### config.mk
export PLATFORM = sky130hd
export DESIGN_NAME = analog_stick_eight_way_quantizer
export DESIGN_NICKNAME = d
export VERILOG_FILES = /design/src/rtl/asq_pkg.sv /design/src/rtl/asq_pipe.sv /design/src/rtl/analog_stick_eight_way_quantizer.sv
export SDC_FILE = /design/constraint.sdc
export NUM_CORES = 1
export LEC_CHECK = 0
export BUFFER_PORTS_ARGS = -buffer_cell sky130_fd_sc_hd__buf_2
export CORE_UTILIZATION = 40
export CTS_BUF_LIST = sky130_fd_sc_hd__clkbuf_4 sky130_fd_sc_hd__clkbuf_8 sky130_fd_sc_hd__clkbuf_16
export DETAILED_ROUTE_END_ITERATION = 8
export SLEW_MARGIN = 20
export SYNTH_ARGS = -nofsm -noshare
export SYNTH_HDL_FRONTEND = slang
export SYNTH_SLANG_ARGS = --single-unit
export TNS_END_PERCENT = 30
### constraint.sdc
create_clock -name clk -period 10.8 [get_ports clk]
set_clock_uncertainty 0.1 [all_clocks]
set_input_delay 0.54 -clock clk [delete_from_list [all_inputs] [get_ports clk]]
set_output_delay 0.54 -clock clk [all_outputs]
set_load 0.02 [all_outputs]
### src/rtl/asq_pkg.sv
// Shared types and constants for the eight-way stick quantizer.
package asq_pkg;

  localparam int AXIS_BITS = 8;
  localparam int DZ_BITS   = 7;
  localparam int LIM_BITS  = 8;
  localparam int DZ_W      = (AXIS_BITS > DZ_BITS) ? AXIS_BITS : DZ_BITS;
  localparam int LK_W      = AXIS_BITS + 5;
  localparam int SQ_W      = 2 * AXIS_BITS;
  localparam int LSQ_W     = 2 * LIM_BITS;
  localparam int CMP_W     = ((SQ_W + 2) > LSQ_W) ? (SQ_W + 2) : LSQ_W;
  localparam int CFG_IDX_W = 2;
  localparam int CFG_DAT_W = 8;
  localparam int OUT_W     = 8;
  localparam int MODE_W    = 16;

  typedef logic [AXIS_BITS-1:0] mag_t;
  typedef logic [DZ_W-1:0]      dz_cmp_t;
  typedef logic [LK_W-1:0]      lk_t;
  typedef logic [SQ_W-1:0]      sq_t;
  typedef logic [LSQ_W-1:0]     lsq_t;
  typedef logic [CMP_W-1:0]     cmp_t;

  typedef enum logic [CFG_IDX_W-1:0] {
    REG_AXIS_DZ   = 2'd0,
    REG_RADIAL_DZ = 2'd1,
    REG_WALK_LIM  = 2'd2
  } reg_idx_t;

  typedef struct packed {
    logic [DZ_BITS-1:0]  axis_dz;
    logic [LIM_BITS-1:0] radial_dz;
    logic [LIM_BITS-1:0] walk_lim;
  } cfg_t;

  localparam logic [DZ_BITS-1:0]  AXIS_DZ_RST   = 7'd18;
  localparam logic [LIM_BITS-1:0] RADIAL_DZ_RST = 8'd8;
  localparam logic [LIM_BITS-1:0] WALK_LIM_RST  = 8'd80;

  localparam logic signed [OUT_W-1:0] WALK_SPEED = 8'sd64;
  localparam logic signed [OUT_W-1:0] RUN_SPEED  = 8'sd127;
  localparam logic signed [OUT_W-1:0] WALK_DIAG  = 8'sd45;
  localparam logic signed [OUT_W-1:0] RUN_DIAG   = 8'sd89;
  localparam logic signed [OUT_W-1:0] AIM_SPEED  = 8'sd127;

  localparam logic [MODE_W-1:0] AIM_MODE_A = 16'd5;
  localparam logic [MODE_W-1:0] AIM_MODE_B = 16'd7;
  localparam logic [MODE_W-1:0] AIM_MODE_C = 16'd8;
  localparam logic [MODE_W-1:0] AIM_MODE_D = 16'd16;
  localparam logic [MODE_W-1:0] AIM_MODE_E = 16'd53;
  localparam logic [MODE_W-1:0] AIM_MODE_F = 16'd65;

endpackage

### src/rtl/asq_pipe.sv
// Four-stage datapath: deadzone, axis lock, squares, sector select.
module asq_pipe (
  input  logic                                clk,
  input  logic                                rst_n,
  input  logic                                in_valid,
  input  logic signed [asq_pkg::AXIS_BITS-1:0] stick_x,
  input  logic signed [asq_pkg::AXIS_BITS-1:0] stick_y,
  input  logic                                present,
  input  logic                                cam_valid,
  input  logic [asq_pkg::MODE_W-1:0]          cam_mode,
  input  asq_pkg::cfg_t                       cfg,
  output logic                                out_valid,
  output logic signed [asq_pkg::OUT_W-1:0]    move_x,
  output logic signed [asq_pkg::OUT_W-1:0]    move_y
);

  // stage 1: abs, per-axis deadzone, aim decode
  logic              v1_r, pres1_r, aim1_r, xn1_r, yn1_r;
  asq_pkg::mag_t     ax1_r, ay1_r;
  asq_pkg::mag_t     ax_raw, ay_raw;
  logic              xz, yz, aim;

  always_comb begin
    ax_raw = stick_x[asq_pkg::AXIS_BITS-1] ? asq_pkg::mag_t'(~stick_x + 1'b1)
                                           : asq_pkg::mag_t'(stick_x);
    ay_raw = stick_y[asq_pkg::AXIS_BITS-1] ? asq_pkg::mag_t'(~stick_y + 1'b1)
                                           : asq_pkg::mag_t'(stick_y);
    xz = asq_pkg::dz_cmp_t'(ax_raw) < asq_pkg::dz_cmp_t'(cfg.axis_dz);
    yz = asq_pkg::dz_cmp_t'(ay_raw) < asq_pkg::dz_cmp_t'(cfg.axis_dz);
    aim = cam_valid && (cam_mode == asq_pkg::AIM_MODE_A || cam_mode == asq_pkg::AIM_MODE_B ||
                        cam_mode == asq_pkg::AIM_MODE_C || cam_mode == asq_pkg::AIM_MODE_D ||
                        cam_mode == asq_pkg::AIM_MODE_E || cam_mode == asq_pkg::AIM_MODE_F);
  end

  always_ff @(posedge clk) begin
    if (!rst_n) begin
      v1_r <= 1'b0;
    end else begin
      v1_r <= in_valid;
    end
    pres1_r <= present;
    aim1_r  <= aim;
    ax1_r   <= xz ? '0 : ax_raw;
    ay1_r   <= yz ? '0 : ay_raw;
    xn1_r   <= stick_x[asq_pkg::AXIS_BITS-1] && !xz;
    yn1_r   <= stick_y[asq_pkg::AXIS_BITS-1] && !yz;
  end

  // stage 2: lock to one axis when the other is at most 0.35 of it
  logic              v2_r, pres2_r, aim2_r, xn2_r, yn2_r;
  asq_pkg::mag_t     ax2_r, ay2_r;
  logic              lock_y, lock_x;

  always_comb begin
    lock_y = (ax1_r != '0) &&
             (asq_pkg::lk_t'(ay1_r) * asq_pkg::lk_t'(20) <=
              asq_pkg::lk_t'(ax1_r) * asq_pkg::lk_t'(7));
    lock_x = !lock_y && (ay1_r != '0) &&
             (asq_pkg::lk_t'(ax1_r) * asq_pkg::lk_t'(20) <=
              asq_pkg::lk_t'(ay1_r) * asq_pkg::lk_t'(7));
  end

  always_ff @(posedge clk) begin
    if (!rst_n) begin
      v2_r <= 1'b0;
    end else begin
      v2_r <= v1_r;
    end
    pres2_r <= pres1_r;
    aim2_r  <= aim1_r;
    ax2_r   <= lock_x ? '0 : ax1_r;
    ay2_r   <= lock_y ? '0 : ay1_r;
    xn2_r   <= xn1_r && !lock_x;
    yn2_r   <= yn1_r && !lock_y;
  end

  // stage 3: squares of the axes and limits, x >= y compare
  logic              v3_r, pres3_r, aim3_r, xn3_r, yn3_r, xge3_r;
  asq_pkg::sq_t      sqx3_r, sqy3_r;
  asq_pkg::lsq_t     rdsq3_r, wlsq3_r;

  always_ff @(posedge clk) begin
    if (!rst_n) begin
      v3_r <= 1'b0;
    end else begin
      v3_r <= v2_r;
    end
    pres3_r <= pres2_r;
    aim3_r  <= aim2_r;
    xn3_r   <= xn2_r;
    yn3_r   <= yn2_r;
    xge3_r  <= ax2_r >= ay2_r;
    sqx3_r  <= asq_pkg::sq_t'(ax2_r) * asq_pkg::sq_t'(ax2_r);
    sqy3_r  <= asq_pkg::sq_t'(ay2_r) * asq_pkg::sq_t'(ay2_r);
    rdsq3_r <= asq_pkg::lsq_t'(cfg.radial_dz) * asq_pkg::lsq_t'(cfg.radial_dz);
    wlsq3_r <= asq_pkg::lsq_t'(cfg.walk_lim) * asq_pkg::lsq_t'(cfg.walk_lim);
  end

  // stage 4: magnitude tests, sector select, output register
  asq_pkg::cmp_t                    mag2, sqx_c, sqy_c;
  logic                             pass, walk, horiz, vert;
  logic signed [asq_pkg::OUT_W-1:0] speed, diag, mx_nxt, my_nxt;
  logic                             ov_r;
  logic signed [asq_pkg::OUT_W-1:0] mx_r, my_r;

  always_comb begin
    sqx_c  = asq_pkg::cmp_t'(sqx3_r);
    sqy_c  = asq_pkg::cmp_t'(sqy3_r);
    mag2   = sqx_c + sqy_c;
    pass   = mag2 >= asq_pkg::cmp_t'(rdsq3_r);
    walk   = mag2 <= asq_pkg::cmp_t'(wlsq3_r);
    horiz  = (sqy_c + sqy_c + sqy_c) <= sqx_c;
    vert   = sqy_c > (sqx_c + sqx_c + sqx_c);
    speed  = walk ? asq_pkg::WALK_SPEED : asq_pkg::RUN_SPEED;
    diag   = walk ? asq_pkg::WALK_DIAG : asq_pkg::RUN_DIAG;
    mx_nxt = '0;
    my_nxt = '0;
    if (pres3_r && pass) begin
      if (aim3_r) begin
        if (xge3_r) begin
          mx_nxt = xn3_r ? -asq_pkg::AIM_SPEED : asq_pkg::AIM_SPEED;
        end else begin
          my_nxt = yn3_r ? -asq_pkg::AIM_SPEED : asq_pkg::AIM_SPEED;
        end
      end else if (horiz) begin
        mx_nxt = xn3_r ? -speed : speed;
      end else if (vert) begin
        my_nxt = yn3_r ? -speed : speed;
      end else begin
        mx_nxt = xn3_r ? -diag : diag;
        my_nxt = yn3_r ? -diag : diag;
      end
    end
  end

  always_ff @(posedge clk) begin
    if (!rst_n) begin
      ov_r <= 1'b0;
    end else begin
      ov_r <= v3_r;
    end
    mx_r <= mx_nxt;
    my_r <= my_nxt;
  end

  assign out_valid = ov_r;
  assign move_x    = mx_r;
  assign move_y    = my_r;

endmodule

### src/rtl/analog_stick_eight_way_quantizer.sv
// Top level of the eight-way analog stick quantizer with its config registers.
//
// Usage:
//   Input: drive the in_ fields and raise start; a transfer happens at each
//   rising edge with start high and busy low. busy is always low, so one
//   sample can be taken every cycle.
//   Output: each sample gives one result on move_x/move_y, marked by a
//   one-cycle out_valid pulse, after its transfer passes the four register
//   stages (deadzone, axis lock, squaring multipliers, sector compare).
//   Throughput is one sample per cycle, as no stage stalls.
//   Config: cfg_valid/cfg_ready write channel, cfg_ready always high;
//   index 0 axis deadzone, 1 radial deadzone, 2 walk limit; other indexes
//   are ignored. Write only while no sample is in flight.
//   Reset: synchronous active-low rst_n clears the pipeline valid bits and
//   loads the config defaults (18, 8, 80).
//   The receiver has no stall: results must be taken in their cycle.
module analog_stick_eight_way_quantizer (
  input  logic                                   clk,
  input  logic                                   rst_n,
  input  logic                                   start,
  output logic                                   busy,
  input  logic signed [asq_pkg::AXIS_BITS-1:0]   in_stick_x,
  input  logic signed [asq_pkg::AXIS_BITS-1:0]   in_stick_y,
  input  logic                                   in_source_present,
  input  logic                                   in_camera_valid,
  input  logic [asq_pkg::MODE_W-1:0]             in_camera_mode,
  output logic                                   out_valid,
  output logic signed [asq_pkg::OUT_W-1:0]       out_move_x,
  output logic signed [asq_pkg::OUT_W-1:0]       out_move_y,
  input  logic                                   cfg_valid,
  output logic                                   cfg_ready,
  input  logic [asq_pkg::CFG_IDX_W-1:0]          cfg_index,
  input  logic [asq_pkg::CFG_DAT_W-1:0]          cfg_data
);

  asq_pkg::cfg_t cfg_r;
  logic          accept;

  assign busy      = 1'b0;
  assign cfg_ready = 1'b1;
  assign accept    = start && !busy;

  always_ff @(posedge clk) begin
    if (!rst_n) begin
      cfg_r.axis_dz   <= asq_pkg::AXIS_DZ_RST;
      cfg_r.radial_dz <= asq_pkg::RADIAL_DZ_RST;
      cfg_r.walk_lim  <= asq_pkg::WALK_LIM_RST;
    end else if (cfg_valid && cfg_ready) begin
      case (cfg_index)
        asq_pkg::REG_AXIS_DZ:   cfg_r.axis_dz   <= cfg_data[asq_pkg::DZ_BITS-1:0];
        asq_pkg::REG_RADIAL_DZ: cfg_r.radial_dz <= cfg_data[asq_pkg::LIM_BITS-1:0];
        asq_pkg::REG_WALK_LIM:  cfg_r.walk_lim  <= cfg_data[asq_pkg::LIM_BITS-1:0];
        default: ;
      endcase
    end
  end

  asq_pipe u_pipe (
    .clk       (clk),
    .rst_n     (rst_n),
    .in_valid  (accept),
    .stick_x   (in_stick_x),
    .stick_y   (in_stick_y),
    .present   (in_source_present),
    .cam_valid (in_camera_valid),
    .cam_mode  (in_camera_mode),
    .cfg       (cfg_r),
    .out_valid (out_valid),
    .move_x    (out_move_x),
    .move_y    (out_move_y)
  );

endmodule

# [Word-level counts from Yosys, hierarchy flattened]
# Index checks and enable logic that the tools add are counted.
[word_totals] output_inout_bits=19 input_bits=48 ff_bits=152 word_cells=108
[op_classes] n_reduce_logical=24 n_mux=18 eq_ne=8 n_addsub=9 n_bitwise=2 order_cmp=9 multipliers=8
[op_table] operator="$mux W8" count=16
[op_table] operator="$mul A8 B8 Y16" count=4
[op_table] operator="$add A16 B16 Y17" count=3
[op_table] operator="$mul A8 B3 Y11 const B" count=4
[op_table] operator="$add A18 B16 Y18" count=2
[op_table] operator="$le A18 B16 Y1" count=2
[op_table] operator="$eq A16 B3 Y1 const B" count=2
[op_table] operator="$le A13 B11 Y1" count=2
[op_table] operator="$ge A18 B16 Y1" count=1
[op_table] operator="$gt A16 B18 Y1" count=1
[op_table] operator="$add A8 B1 Y8 const B" count=2
[op_table] operator="$eq A16 B4 Y1 const B" count=1
[op_table] operator="$eq A16 B5 Y1 const B" count=1
[op_table] operator="$eq A16 B6 Y1 const B" count=1
[op_table] operator="$eq A16 B7 Y1 const B" count=1
[op_table] operator="$lt A8 B7 Y1" count=2
[op_table] operator="$neg A8 Y8" count=2
[op_table] operator="$not A8 Y8" count=2
[op_table] operator="$reduce_bool A8 Y1" count=2
[op_table] operator="$logic_and A1 B1 Y1" count=9
[op_table] operator="$ge A8 B8 Y1" count=1
[op_table] operator="$mux W7" count=1
[op_table] operator="$mux W6" count=1
[op_table] operator="$reduce_and A2 Y1" count=3
[op_table] operator="5 further kinds" count=12

# [Logic depth before layout (Yosys ltp)]
# Gate-level depths: netlist of the first run.
[logic_depth] ltp_word=8 ltp_mapped=20

# [Cells and area by module]
# From an unflattened synthesis of the first run, not the netlist that was laid out.
[unflattened] hier_cells=1844 area_unflattened_um2=16358.2
[by_module_without_submodules] module="asq_pipe" instances=1 area_each_um2=15439.8 seq_area_each_um2=2462.4 cells_per_inst=1751
[by_module_without_submodules] module="analog_stick_eight_way_quantizer" instances=1 area_each_um2=918.4 seq_area_each_um2=460.4 cells_per_inst=93

# [Least setup slack after synthesis of the first run]
# OpenSTA, ideal clock, no wires.
[synth_timing] path_kind="reg2reg" startpoint="reg u_pipe.ax2_r[5]" endpoint="reg u_pipe.sqx3_r[13]" t_arrival_ns=3.932 setup_time_ns=0.072 n_path_buf=1 slack_ns=6.696 path_stages_with_launch=15 cell_sequence="dfxtp_1 > clkbuf_1 > and2_1 > fa_1 > fa_1 > inv_1 > fa_1 > fa_1 > inv_1 > ha_1 > a21oi_1 > nand2_1 > a41oi_1 > nor2b_1 > xnor2_1"
[synth_between] elab_chain_cells=1
[synth_lines] element="start, declared" line="asq_pipe.sv:51" text="asq_pkg::mag_t ax2_r, ay2_r;"
[synth_lines] element="start signal, assigned" line="asq_pipe.sv:71" text="ax2_r <= lock_x ? '0 : ax1_r;"
[synth_lines] element="$mul A8 B8 Y16" line="asq_pipe.sv:93" text="sqx3_r <= asq_pkg::sq_t'(ax2_r) * asq_pkg::sq_t'(ax2_r);"
[synth_lines] element="end signal, assigned" line="asq_pipe.sv:93"
[synth_lines] element="end, declared" line="asq_pipe.sv:79" text="asq_pkg::sq_t sqx3_r, sqy3_r;"
# No other way between the ends.
# A chain may end at the register's enable or synchronous reset.

# [Worst setup path in the final report of the first run]
[layout_timing] startpoint="reg u_pipe.ay2_r[1]" endpoint="reg u_pipe.sqy3_r[13]"
[layout_between] elab_chain_cells=1
[layout_lines] element="start, declared" line="asq_pipe.sv:51"
[layout_lines] element="start signal, assigned" line="asq_pipe.sv:72" text="ay2_r <= lock_y ? '0 : ay1_r;"
[layout_lines] element="$mul A8 B8 Y16" line="asq_pipe.sv:94" text="sqy3_r <= asq_pkg::sq_t'(ay2_r) * asq_pkg::sq_t'(ay2_r);"
[layout_lines] element="end signal, assigned" line="asq_pipe.sv:94"
[layout_lines] element="end, declared" line="asq_pipe.sv:79"
# No other way between the ends.

==> results of run 1 <==
[power groups by stage]
stage	clock, mW	combinational, mW	sequential, mW
2_1_floorplan	0	1.76	0.751
3_3_place_gp	0	2.20	0.815
3_5_place_dp	0	2.26	0.816
4_1_cts	0.655	2.28	0.804
5_1_grt	0.678	2.61	0.820
6_report	0.641	2.27	0.801
[sequential cells by signal, summed over array words and instances (netlist names), 7 cells and up]
name,cells
u_pipe.ax1_r,8
u_pipe.ay2_r,8
u_pipe.sqx3_r,15
u_pipe.ax2_r,8
u_pipe.wlsq3_r,15
u_pipe.sqy3_r,15
u_pipe.move_x,7
u_pipe.move_y,7
cfg_r,23
u_pipe.rdsq3_r,15
u_pipe.ay1_r,8
[worst reg2reg max path: cells and delay by family (launching register included)]
kind | cells | cell delay [ns]
flops | 1 | 0.45
fa+ha+maj | 5 | 1.80
xor+xnor | 1 | 0.12
simple gates | 4 | 0.70
compound gates | 4 | 0.82
buf+inv | 5 | 0.47
[how the worst max path moves through the flow]
| stage | endpoint | slack, ns | cells past startpoint |
|---|---|---|---|
| after floorplan | u_pipe.sqx3_r[13] | 6.70 | 14 |
| after global placement | u_pipe.move_x[4] | 6.18 | 16 |
| after detailed placement | u_pipe.move_x[4] | 6.16 | 16 |
| after CTS | u_pipe.move_x[4] | 6.10 | 16 |
| after global routing | u_pipe.sqy3_r[15] | 5.81 | 19 |
| final | u_pipe.sqy3_r[13] | 6.27 | 19 |
[cells by family after synthesis]
kind of cell,share of synthesized area
compound gates,0.135
xor+xnor,0.0722
fa+ha+maj,0.393
buf+inv,0.0661
flops,0.180
mux,0.0139
other cells,0.000462
simple gates,0.139
[placed cells by master (no fill, tap or decap), drive strengths merged, types with 7 or more instances in the layout]
master / instances
a211oi: 12
ha: 322
clkbuf: 18
nand2b: 24
o21ai: 46
o211ai: 17
a31oi: 15
or2: 7
nor3: 19
and2: 65
nand4: 10
or3: 11
a21o: 45
dfxtp: 146
a21oi: 118
nor2b: 54
buf: 65
inv: 261
mux2i: 18
nor2: 109
xor2: 37
nand2: 86
a41oi: 8
and3: 8
o21a: 21
nand3: 22
xnor2: 97
o21bai: 15
fa: 118
[routing by layer]
layer / GRT usage / share of wire
met5: 0 / 0
met4: 0.0467 / 0.018
met3: 0.0214 / 0.023
met2: 0.306 / 0.47
met1: 0.233 / 0.49
[area by class of cell]
class	count	area, um2
flip-flops and latches	146	2920
inverters	257	965
fillers	3885	22100
multi-input cells	1381	12300
well taps	525	657
clock inverters	13	199
repair buffers	65	328
clock buffers	18	433
==> results by group, run 1 <==
Timing
  • Post-route setup TNS: 0 ns
  • Minimum clock period: 4.53 ns
  • RSZ-0062 raised after global routing: no
  • Rel. slew slack: 0.355
  • Final Hold Fails: 0
  • Final Setup Violations: 0
  • Final Max Slew Viols: 0
  • FMAX: 0.221 GHz
  • Final WS setup: 6.27 ns
  • WHS: 0.136 ns
  • Slew of the pin with the lowest slew margin: 0.967 ns
  • Final Cycle Share: 0.419

Yosys
  • Post-synth EDFFs: 0
  • Area contributors post-synth: ha_1 25%, dfxtp_1 18%, fa_1 15%, inv_1 5.9%, xnor2_1 5.2%
  • Top-count cell post-synth: ha_1
  • Cells after synthesis: 1805
  • Asr flop ratio synth: 0
  • Dominant cell type by area after synthesis: ha_1
  • Post-synth top cells: 322 x ha_1, 256 x inv_1, 146 x dfxtp_1
  • Avg Inst Size Synth: 9.00 um2
  • Synthesis Warnings: 0
  • Sequential share of the synthesized area: 0.180
  • #FFs+latches synth: 146
  • Yosys top cell area share: 0.248
  • Post-Synthesis Cell Area: 16300 um2
  • Synth unique cells: 61
  • Top FF cell, synth: dfxtp_1

Global route
  • First-pass GRT wire length: 59700 um
  • Largest net degree at the start of global routing: 28
  • GRT Residual Overflow: 0
  • Initial antenna violation count: 0
  • Vias in the first global route: 12500
  • GRT Overall Usage: 0.177

Critical path
  • Worst-path fanout max: 8
  • Top delay family on crit path: adder cells
  • CP required: 11.06 ns
  • Number of buffers and inverters on the critical path: 5
  • Crit path from: u_pipe.ay2_r[1]
  • Crit path cell chain: clkinv_1 > nor2_1 > fa_1 > inv_1 > fa_1 > inv_1 > ha_1 > inv_1 > fa_1 > inv_1 > ha_1 > a21o_1 > a21oi_1 > nor2b_1 > o211ai_1 > nand2_1 > a41oi_1 > nor2b_1 > xnor2_1
  • Critical path capture point type: flip-flop
  • Reg-to-reg endpoint: u_pipe.sqy3_r[13]
  • Arr. time, crit path: 4.79 ns
  • Worst reg2reg path depth: 19
  • CP max stage delay: 0.52 ns
  • Crit path kind: flip-flop to flip-flop
  • R2R Setup Slk: 6.27 ns
  • Crit-path slowest cell: fa_1
  • Setup crit start kind: flip-flop
  • Most frequent CP cell: inv_1
  • R2r startpoint: u_pipe.ay2_r[1]

Flow run
  • Maximum capacitance violations: 0

Die
  • Row Count: 73
  • Ports: 67
  • Die Y: 204 um
  • Die area: 41400 um2
  • Core box area: 39900 um2
  • Die W: 204 um
  • Initial Util: 0.407

Placed design
  • Total placed instance area: 17100 um2
  • Port Buffers: 64
  • Dpl hpwl: 29400 um
  • Pre-CTS setup slack: 6.16 ns
  • Routability cong.: 0.878
  • Placed cells: 2374

Detailed routing
  • Post-route ant nets: 0
  • Final WL: 34400 um
  • Avg WL per Cell: 14.3 um
  • DRC errors left: 0
  • Drt pass-1 iters: 7
  • Routed via count: 12100
  • Vias/cell: 5.05
  • Starting DRT DRC Count: 476

Final layout
  • Fraction of layout cells with a size suffix above 1: 0.0622
  • Non-filler cells, final: 2405
  • Fin util: 0.446
  • Final nets: 2356
  • Design Area, Final: 17800 um2
  • Area growth, synth to finish: 9.42%
  • ANT cells: 0

Power and ir drop
  • Logic gate share of total power: 0.611
  • Seq pwr share: 0.216
  • Total power: 3.71 mW
  • Sw Ratio: 0.455
  • Sw power: 1.69 mW
  • Clock Power Share: 0.173
  • Pwr/cell area: 209 nW/um2
  • Leak Pwr: 9.18 nW
  • Int Pwr: 2.02 mW
  • Worst vdd ir: 0.000131 V

Worst hold path
  • Hold Path Class: primary input to flip-flop
  • Hold Path Sink: u_pipe.pres1_r
  • Min-delay src: in_source_present
  • Hold depth: 1

Clock tree
  • CTS tree: done
  • Clock Path Buffers: 2
  • CTS clk-pin slew, worst paths: 0.07 ns
  • H-tree Lvls: 4
  • Post_cts resized: 0
  • CTS Buf Count: 17
  • CTS sink cnt: 146
  • Clock Latency Late Sink: 0.43 ns
  • Post-CTS Setup Inserts: 0
  • Cts hold-fix bufs: 0
  • Root buf cell: clkbuf_16

Run status
  • Status: finished, final reports clean
(Power assumes the default switching activity.)
==> inputs of run 2 (changes only) <==
==> constraint.sdc (replaced) <==
create_clock -name clk -period 4.35 [get_ports clk]
set_clock_uncertainty 0.1 [all_clocks]
set_input_delay 0.2175 -clock clk [delete_from_list [all_inputs] [get_ports clk]]
set_output_delay 0.2175 -clock clk [all_outputs]
set_load 0.02 [all_outputs]
==> run 2 against run 1 <==
Final cell count up 3.4%. Setup slack worse by 6.1 ns. Via count up 3.2%. Clock-buffer cell count up 1. Utilization up 2.1 points. Sequential power up 140%. Final area up 4.7%. Global-route usage up 0.16 points. Clock power up 130%. Fmax up 9.2%. Largest cell class unchanged.
==> results by group, run 2 (synthesized netlist as in run 1, its figures left out) <==
Run status
  • Status: finished, final reports clean (unchanged)

Global route
  • GRT Residual Overflow: 0 (unchanged)
  • First-pass GRT wire length: 60200 um (was 59700 um)
  • Vias in the first global route: 12600 (was 12500)
  • Largest net degree at the start of global routing: 28 (unchanged)
  • GRT Overall Usage: 0.179 (was 0.177)
  • Initial antenna violation count: 0 (unchanged)

Power and ir drop
  • Pwr/cell area: 513 nW/um2 (was 209 nW/um2)
  • Leak Pwr: 9.58 nW (was 9.18 nW)
  • Worst vdd ir: 0.000406 V (was 0.000131 V)
  • Total power: 9.55 mW (was 3.71 mW)

Clock tree
  • CTS tree: done (unchanged)
  • Clock Path Buffers: 2 (unchanged)
  • CTS Buf Count: 17 (unchanged)
  • CTS sink cnt: 146 (unchanged)
  • H-tree Lvls: 4 (unchanged)
  • CTS clk-pin slew, worst paths: 0.07 ns (about the same)
  • Root buf cell: clkbuf_16 (unchanged)
  • Clock Latency Late Sink: 0.44 ns (was 0.43 ns)

Critical path
  • Number of buffers and inverters on the critical path: 6 (was 5)
  • Critical path capture point type: flip-flop (unchanged)
  • Arr. time, crit path: 4.42 ns (was 4.79 ns)
  • CP required: 4.62 ns (was 11.06 ns)
  • Crit-path slowest cell: fa_1 (unchanged)
  • Stages on worst setup path: 19 (unchanged)
  • Most frequent CP cell: inv_1 (unchanged)
  • Crit path kind: flip-flop to flip-flop (unchanged)
  • Worst-path fanout max: 7 (was 8)
  • CP max stage delay: 0.52 ns (about the same)
  • Worst reg2reg path depth: 19 (unchanged)
  • Setup crit start kind: flip-flop (unchanged)
  • Crit path cell chain: clkinvlp_4 > buf_4 > nor2_1 > inv_1 > fa_1 > inv_1 > ha_1 > inv_1 > fa_1 > inv_1 > ha_1 > a21o_1 > a21oi_2 > nor2b_1 > o211ai_1 > nand2_1 > a41oi_2 > nor2b_2 > xnor2_1 (was clkinv_1 > nor2_1 > fa_1 > inv_1 > fa_1 > inv_1 > ha_1 > inv_1 > fa_1 > inv_1 > ha_1 > a21o_1 > a21oi_1 > nor2b_1 > o211ai_1 > nand2_1 > a41oi_1 > nor2b_1 > xnor2_1)
  • Top delay family on crit path: adder cells (unchanged)

Placed design
  • Pre-CTS setup slack: -0.145 ns (was 6.16 ns)
  • Dpl hpwl: 29900 um (was 29400 um)
  • Port Buffers: 64 (unchanged)
  • Routability cong.: 0.848 (was 0.878)

Timing
  • RSZ-0062 raised after global routing: yes (was no)
  • Minimum clock period: 4.14 ns (was 4.53 ns)
  • Final Cycle Share: 0.953 (was 0.419)
  • Rel. slew slack: 0.400 (was 0.355)
  • FMAX: 0.241 GHz (was 0.221 GHz)
  • Slew of the pin with the lowest slew margin: 0.894 ns (was 0.967 ns)
  • Final WS setup: 0.206 ns (was 6.27 ns)
  • Final Max Slew Viols: 0 (unchanged)
  • Post-route setup TNS: 0 ns (unchanged)
  • WHS: 0.0219 ns (was 0.136 ns)
  • Final Hold Fails: 0 (unchanged)
  • Final Setup Violations: 0 (unchanged)

Detailed routing
  • DRC errors left: 0 (unchanged)
  • Routed via count: 12500 (was 12100)
  • Final WL: 35500 um (was 34400 um)
  • Drt pass-1 iters: 7 (unchanged)
  • Vias/cell: 5.04 (was 5.05)
  • Post-route ant nets: 0 (unchanged)
  • Starting DRT DRC Count: 483 (was 476)
  • Avg WL per Cell: 14.3 um (about the same)

Worst hold path
  • Hold depth: 3 (was 1)
  • Hold Path Class: primary input to flip-flop (unchanged)

Die
  • Die area: 41400 um2 (unchanged)
  • Initial Util: 0.407 (unchanged)
  • Die Y: 204 um (unchanged)
  • Row Count: 73 (unchanged)
  • Die W: 204 um (unchanged)
  • Core box area: 39900 um2 (unchanged)
  • Ports: 67 (unchanged)

Final layout
  • ANT cells: 0 (unchanged)
  • Area growth, synth to finish: 14.6% (was 9.42%)
  • Largest register by flop count: cfg_r (unchanged)
  • Fraction of layout cells with a size suffix above 1: 0.121 (was 0.0622)
  • Fin util: 0.467 (was 0.446)
  • Most common cell after layout, fill and taps aside: ha_1 (unchanged)
  • Commonest cells after routing, fill and taps aside: 318 x ha_1, 251 x inv_1, 118 x fa_1, 116 x dfxtp_1, 110 x a21oi_1 (was 322 x ha_1, 256 x inv_1, 146 x dfxtp_1, 118 x a21oi_1, 118 x fa_1)
  • Final nets: 2437 (was 2356)
  • Filler cells: 3827 (was 3885)
  • Largest register FFs: 23 (unchanged)

Flow run
  • Maximum capacitance violations: 0 (unchanged)
## run 2: cell type report
class | count | area (um2) | area share
Clock inverter | 13 | 136 | 0.00732
Sequential cell | 146 | 2970 | 0.159
Timing Repair Buffer | 146 | 1010 | 0.0543
Inverter | 257 | 968 | 0.0520
Multi-Input combinational cell | 1381 | 12400 | 0.668
Tap cell | 525 | 657 | 0.0353
Clock buffer | 19 | 453 | 0.0243
## run 2: final timing paths
path,startpoint,end,slack [ns]
setup / recovery,u_pipe.ay2_r[1],u_pipe.sqy3_r[13],0.21
hold / removal,cfg_data[1],cfg_r[17],0.02
setup reg to reg,u_pipe.ay2_r[1],u_pipe.sqy3_r[13],0.21
hold reg to reg,u_pipe.xn2_r,u_pipe.xn3_r,0.22
## run 2: through the flow
stage                     area, um2  instances
after floorplan               16300       1809
after global placement        17500       2423
after detailed placement      17500       2423
after CTS                     18400       2480
after global routing          18600       2487
final                         18600       2487
## run 2: routing by layer
metal | global-route usage | wire length (um)
met1 | 0.234 | 16700
met2 | 0.306 | 17000
met3 | 0.0248 | 1000
met4 | 0.0505 | 656
met5 | 0 | 0
## run 2: power by group
part | total [mW] | internal [mW] | switching (mW)
sequential | 1.94 | 1.62 | 0.328
clock | 1.48 | 0.837 | 0.639
combinational | 6.13 | 2.76 | 3.37
## run 2: tightest hold or removal path, cell delays in order
cell and delay [ns]:
buf_2 0.14, nand2_1 0.07, o211ai_1 0.09
## run 2: timing repair
action,4_1_cts,5_1_grt
gates cloned,0,0
setup buffers,0,7
endpoints found under the setup margin,4,29
pin swaps,0,3
resized for setup,3,69
hold buffers,25,0
hold endpoints to repair,26,0
==> inputs of run 3 (changes only) <==
--- a/config.mk
+++ b/config.mk
@@ -6,9 +6,10 @@
 export NUM_CORES = 1
 export LEC_CHECK = 0
 export BUFFER_PORTS_ARGS = -buffer_cell sky130_fd_sc_hd__buf_2
-export CORE_UTILIZATION = 40
+export CORE_UTILIZATION = 52
 export CTS_BUF_LIST = sky130_fd_sc_hd__clkbuf_4 sky130_fd_sc_hd__clkbuf_8 sky130_fd_sc_hd__clkbuf_16
 export DETAILED_ROUTE_END_ITERATION = 8
+export PLACE_DENSITY = 0.7
 export SLEW_MARGIN = 20
 export SYNTH_ARGS = -nofsm -noshare
 export SYNTH_HDL_FRONTEND = slang
==> run 3 against run 2 <==
Sequential share of layout area increased by 0.35 points. Via count decreased by 0.22%. Final area decreased by 2.1%. Combinational power decreased by 3%. Routed wire length decreased by 2.8%. First-iteration DRC count decreased by 10%. Total power decreased by 2.6%. Clock-buffer cell count decreased by 1. Fmax increased by 0.38%. Register-to-register slack improved by 0.02 ns. Largest cell class unchanged.
==> results by group, run 3 (synthesized netlist as in run 1, its figures left out) <==
Global route
  • GRT Overall Usage: 0.231 (was 0.179)
  • Largest net degree at the start of global routing: 28 (unchanged)
  • Initial antenna violation count: 0 (unchanged)
  • GRT Residual Overflow: 0 (unchanged)
  • First-pass GRT wire length: 58700 um (was 60200 um)
  • Vias in the first global route: 12600 (about the same)

Die
  • Die area: 32000 um2 (was 41400 um2)
  • Die W: 179 um (was 204 um)
  • Initial Util: 0.530 (was 0.407)
  • Row Count: 64 (was 73)
  • Ports: 67 (unchanged)
  • Core box area: 30700 um2 (was 39900 um2)
  • Die Y: 179 um (was 204 um)

Run status
  • Status: finished, final reports clean (unchanged)

Final layout
  • Multi-input gate area: 12400 um2 (about the same)
  • Fraction of layout cells with a size suffix above 1: 0.112 (was 0.121)
  • Register area: 2970 um2 (about the same)
  • Commonest cells after routing, fill and taps aside: 320 x ha_1, 252 x inv_1, 118 x fa_1, 117 x dfxtp_1, 113 x a21oi_1 (was 318 x ha_1, 251 x inv_1, 118 x fa_1, 116 x dfxtp_1, 110 x a21oi_1)
  • Final nets: 2422 (was 2437)
  • Most common cell after layout, fill and taps aside: ha_1 (unchanged)
  • Largest register FFs: 23 (unchanged)
  • Filler cells: 2663 (was 3827)
  • ANT cells: 0 (unchanged)
  • Non-filler cells, final: 2341 (was 2487)
  • Area growth, synth to finish: 12.2% (was 14.6%)
  • Largest register by flop count: cfg_r (unchanged)

Placed design
  • Port Buffers: 64 (unchanged)
  • Dpl hpwl: 28800 um (was 29900 um)
  • Routability cong.: 0.895 (was 0.848)
  • Pre-CTS setup slack: -0.120 ns (was -0.145 ns)
  • Placed cells: 2289 (was 2423)

Power and ir drop
  • Total power: 9.30 mW (was 9.55 mW)
  • Leak Pwr: 9.49 nW (was 9.58 nW)
  • Pwr/cell area: 510 nW/um2 (was 513 nW/um2)
  • Logic gate share of total power: 0.642 (about the same)
  • Sw power: 4.22 mW (was 4.33 mW)
  • Clock Power Share: 0.149 (was 0.155)
  • Int Pwr: 5.08 mW (was 5.21 mW)
  • Sw Ratio: 0.454 (about the same)
  • Worst vdd ir: 0.000352 V (was 0.000406 V)
  • Seq pwr share: 0.209 (was 0.204)

Timing
  • Post-route setup TNS: 0 ns (unchanged)
  • Slew of the pin with the lowest slew margin: 0.777 ns (was 0.894 ns)
  • Final Max Slew Viols: 0 (unchanged)
  • FMAX: 0.242 GHz (was 0.241 GHz)
  • Final WS setup: 0.221 ns (was 0.206 ns)
  • Final Cycle Share: 0.949 (was 0.953)
  • Final Setup Violations: 0 (unchanged)
  • WHS: 0.0106 ns (was 0.0219 ns)
  • Rel. slew slack: 0.479 (was 0.400)
  • Final Hold Fails: 0 (unchanged)
  • Minimum clock period: 4.13 ns (was 4.14 ns)
  • RSZ-0062 raised after global routing: no (was yes)

Clock tree
  • Clock Path Buffers: 2 (unchanged)
  • CTS clk-pin slew, worst paths: 0.06 ns (was 0.07 ns)
  • H-tree Lvls: 4 (unchanged)
  • Clock Latency Late Sink: 0.43 ns (was 0.44 ns)
  • Root buf cell: clkbuf_16 (unchanged)
  • CTS Buf Count: 17 (unchanged)
  • CTS tree: done (unchanged)
  • CTS sink cnt: 146 (unchanged)

Detailed routing
  • Routed via count: 12500 (about the same)
  • WL met2: 16700 um (was 17000 um)
  • Met3 WL: 1100 um (was 1000 um)
  • Final WL: 34400 um (was 35500 um)
  • Post-route ant nets: 0 (unchanged)
  • DRC errors left: 0 (unchanged)
  • Top layer in use: met4 (unchanged)
  • Drt pass-1 iters: 5 (was 7)
  • Routed length on met1: 15800 um (was 16700 um)
  • Vias/cell: 5.34 (was 5.04)
  • Starting DRT DRC Count: 433 (was 483)
  • Avg WL per Cell: 14.7 um (was 14.3 um)

Flow run
  • Maximum capacitance violations: 0 (unchanged)

Critical path
  • CP required: 4.62 ns (about the same)
  • Critical path capture point type: flip-flop (unchanged)
  • Worst-path fanout max: 6 (was 7)
  • Arr. time, crit path: 4.39 ns (was 4.42 ns)
  • Setup crit start kind: flip-flop (unchanged)
  • Crit path kind: flip-flop to flip-flop (unchanged)

Worst hold path
  • Hold Path Class: primary input to flip-flop (unchanged)
-- run 3: worst paths after layout --
check             startpoint  slack [ns]           endpoint  cells past startpoint
max reg2reg  u_pipe.ay2_r[7]        0.22  u_pipe.sqy3_r[12]                     14
max          u_pipe.ay2_r[7]        0.22  u_pipe.sqy3_r[12]                     14
min            in_stick_y[4]        0.01    u_pipe.ay1_r[4]                      3
min reg2reg     u_pipe.xn2_r        0.23       u_pipe.xn3_r                      0
-- run 3: through the flow --
stage | util | instance area [um2]
2_1_floorplan | - | 16300
5_1_grt | 0.595 | 18200
3_5_place_dp | 0.565 | 17300
4_1_cts | 0.590 | 18100
6_report | 0.595 | 18200
3_3_place_gp | 0.565 | 17300
-- run 3: power groups by stage --
stage,Clock [mW],Combinational (mW),Sequential [mW]
after global routing,1.48,6.80,1.98
after floorplan,0,4.37,1.86
after detailed placement,0,5.80,1.96
after CTS,1.42,5.87,1.93
after global placement,0,5.64,1.95
final,1.39,5.97,1.95
-- run 3: worst max-delay path, cell delays in order, from the launching register on --
cell	delay, ns
dfxtp_1	0.34
inv_2	0.13
nor2_1	0.10
fa_1	0.54
inv_1	0.05
fa_1	0.51
fa_1	0.52
fa_1	0.54
inv_1	0.04
ha_1	0.35
a21oi_1	0.16
nand2_1	0.09
a41oi_1	0.27
nor2b_1	0.19
xnor2_1	0.12
-- run 3: final cells by class --
type | count | area share
clock buffers | 18 | 0.0241
clock inverters | 12 | 0.00604
inverters | 257 | 0.0529
multi-input cells | 1381 | 0.679
flip-flops and latches | 146 | 0.163
well taps | 396 | 0.0272
repair buffers | 131 | 0.0480
-- run 3: layer usage --
metal | vias to the layer above | GRT usage
met5 | - | 0
met4 | 0 | 0.0706
met3 | 49 | 0.0303
met2 | 211 | 0.405
met1 | 5927 | 0.292
li1 | 6321 | -
-- run 3: what timing repair did --
action,4_1_cts,5_1_grt
pin swaps,0,5
hold endpoints to repair,25,0
hold buffers,21,0
buffers inserted,0,1
setup endpoints to repair,2,38
resized for setup,2,64
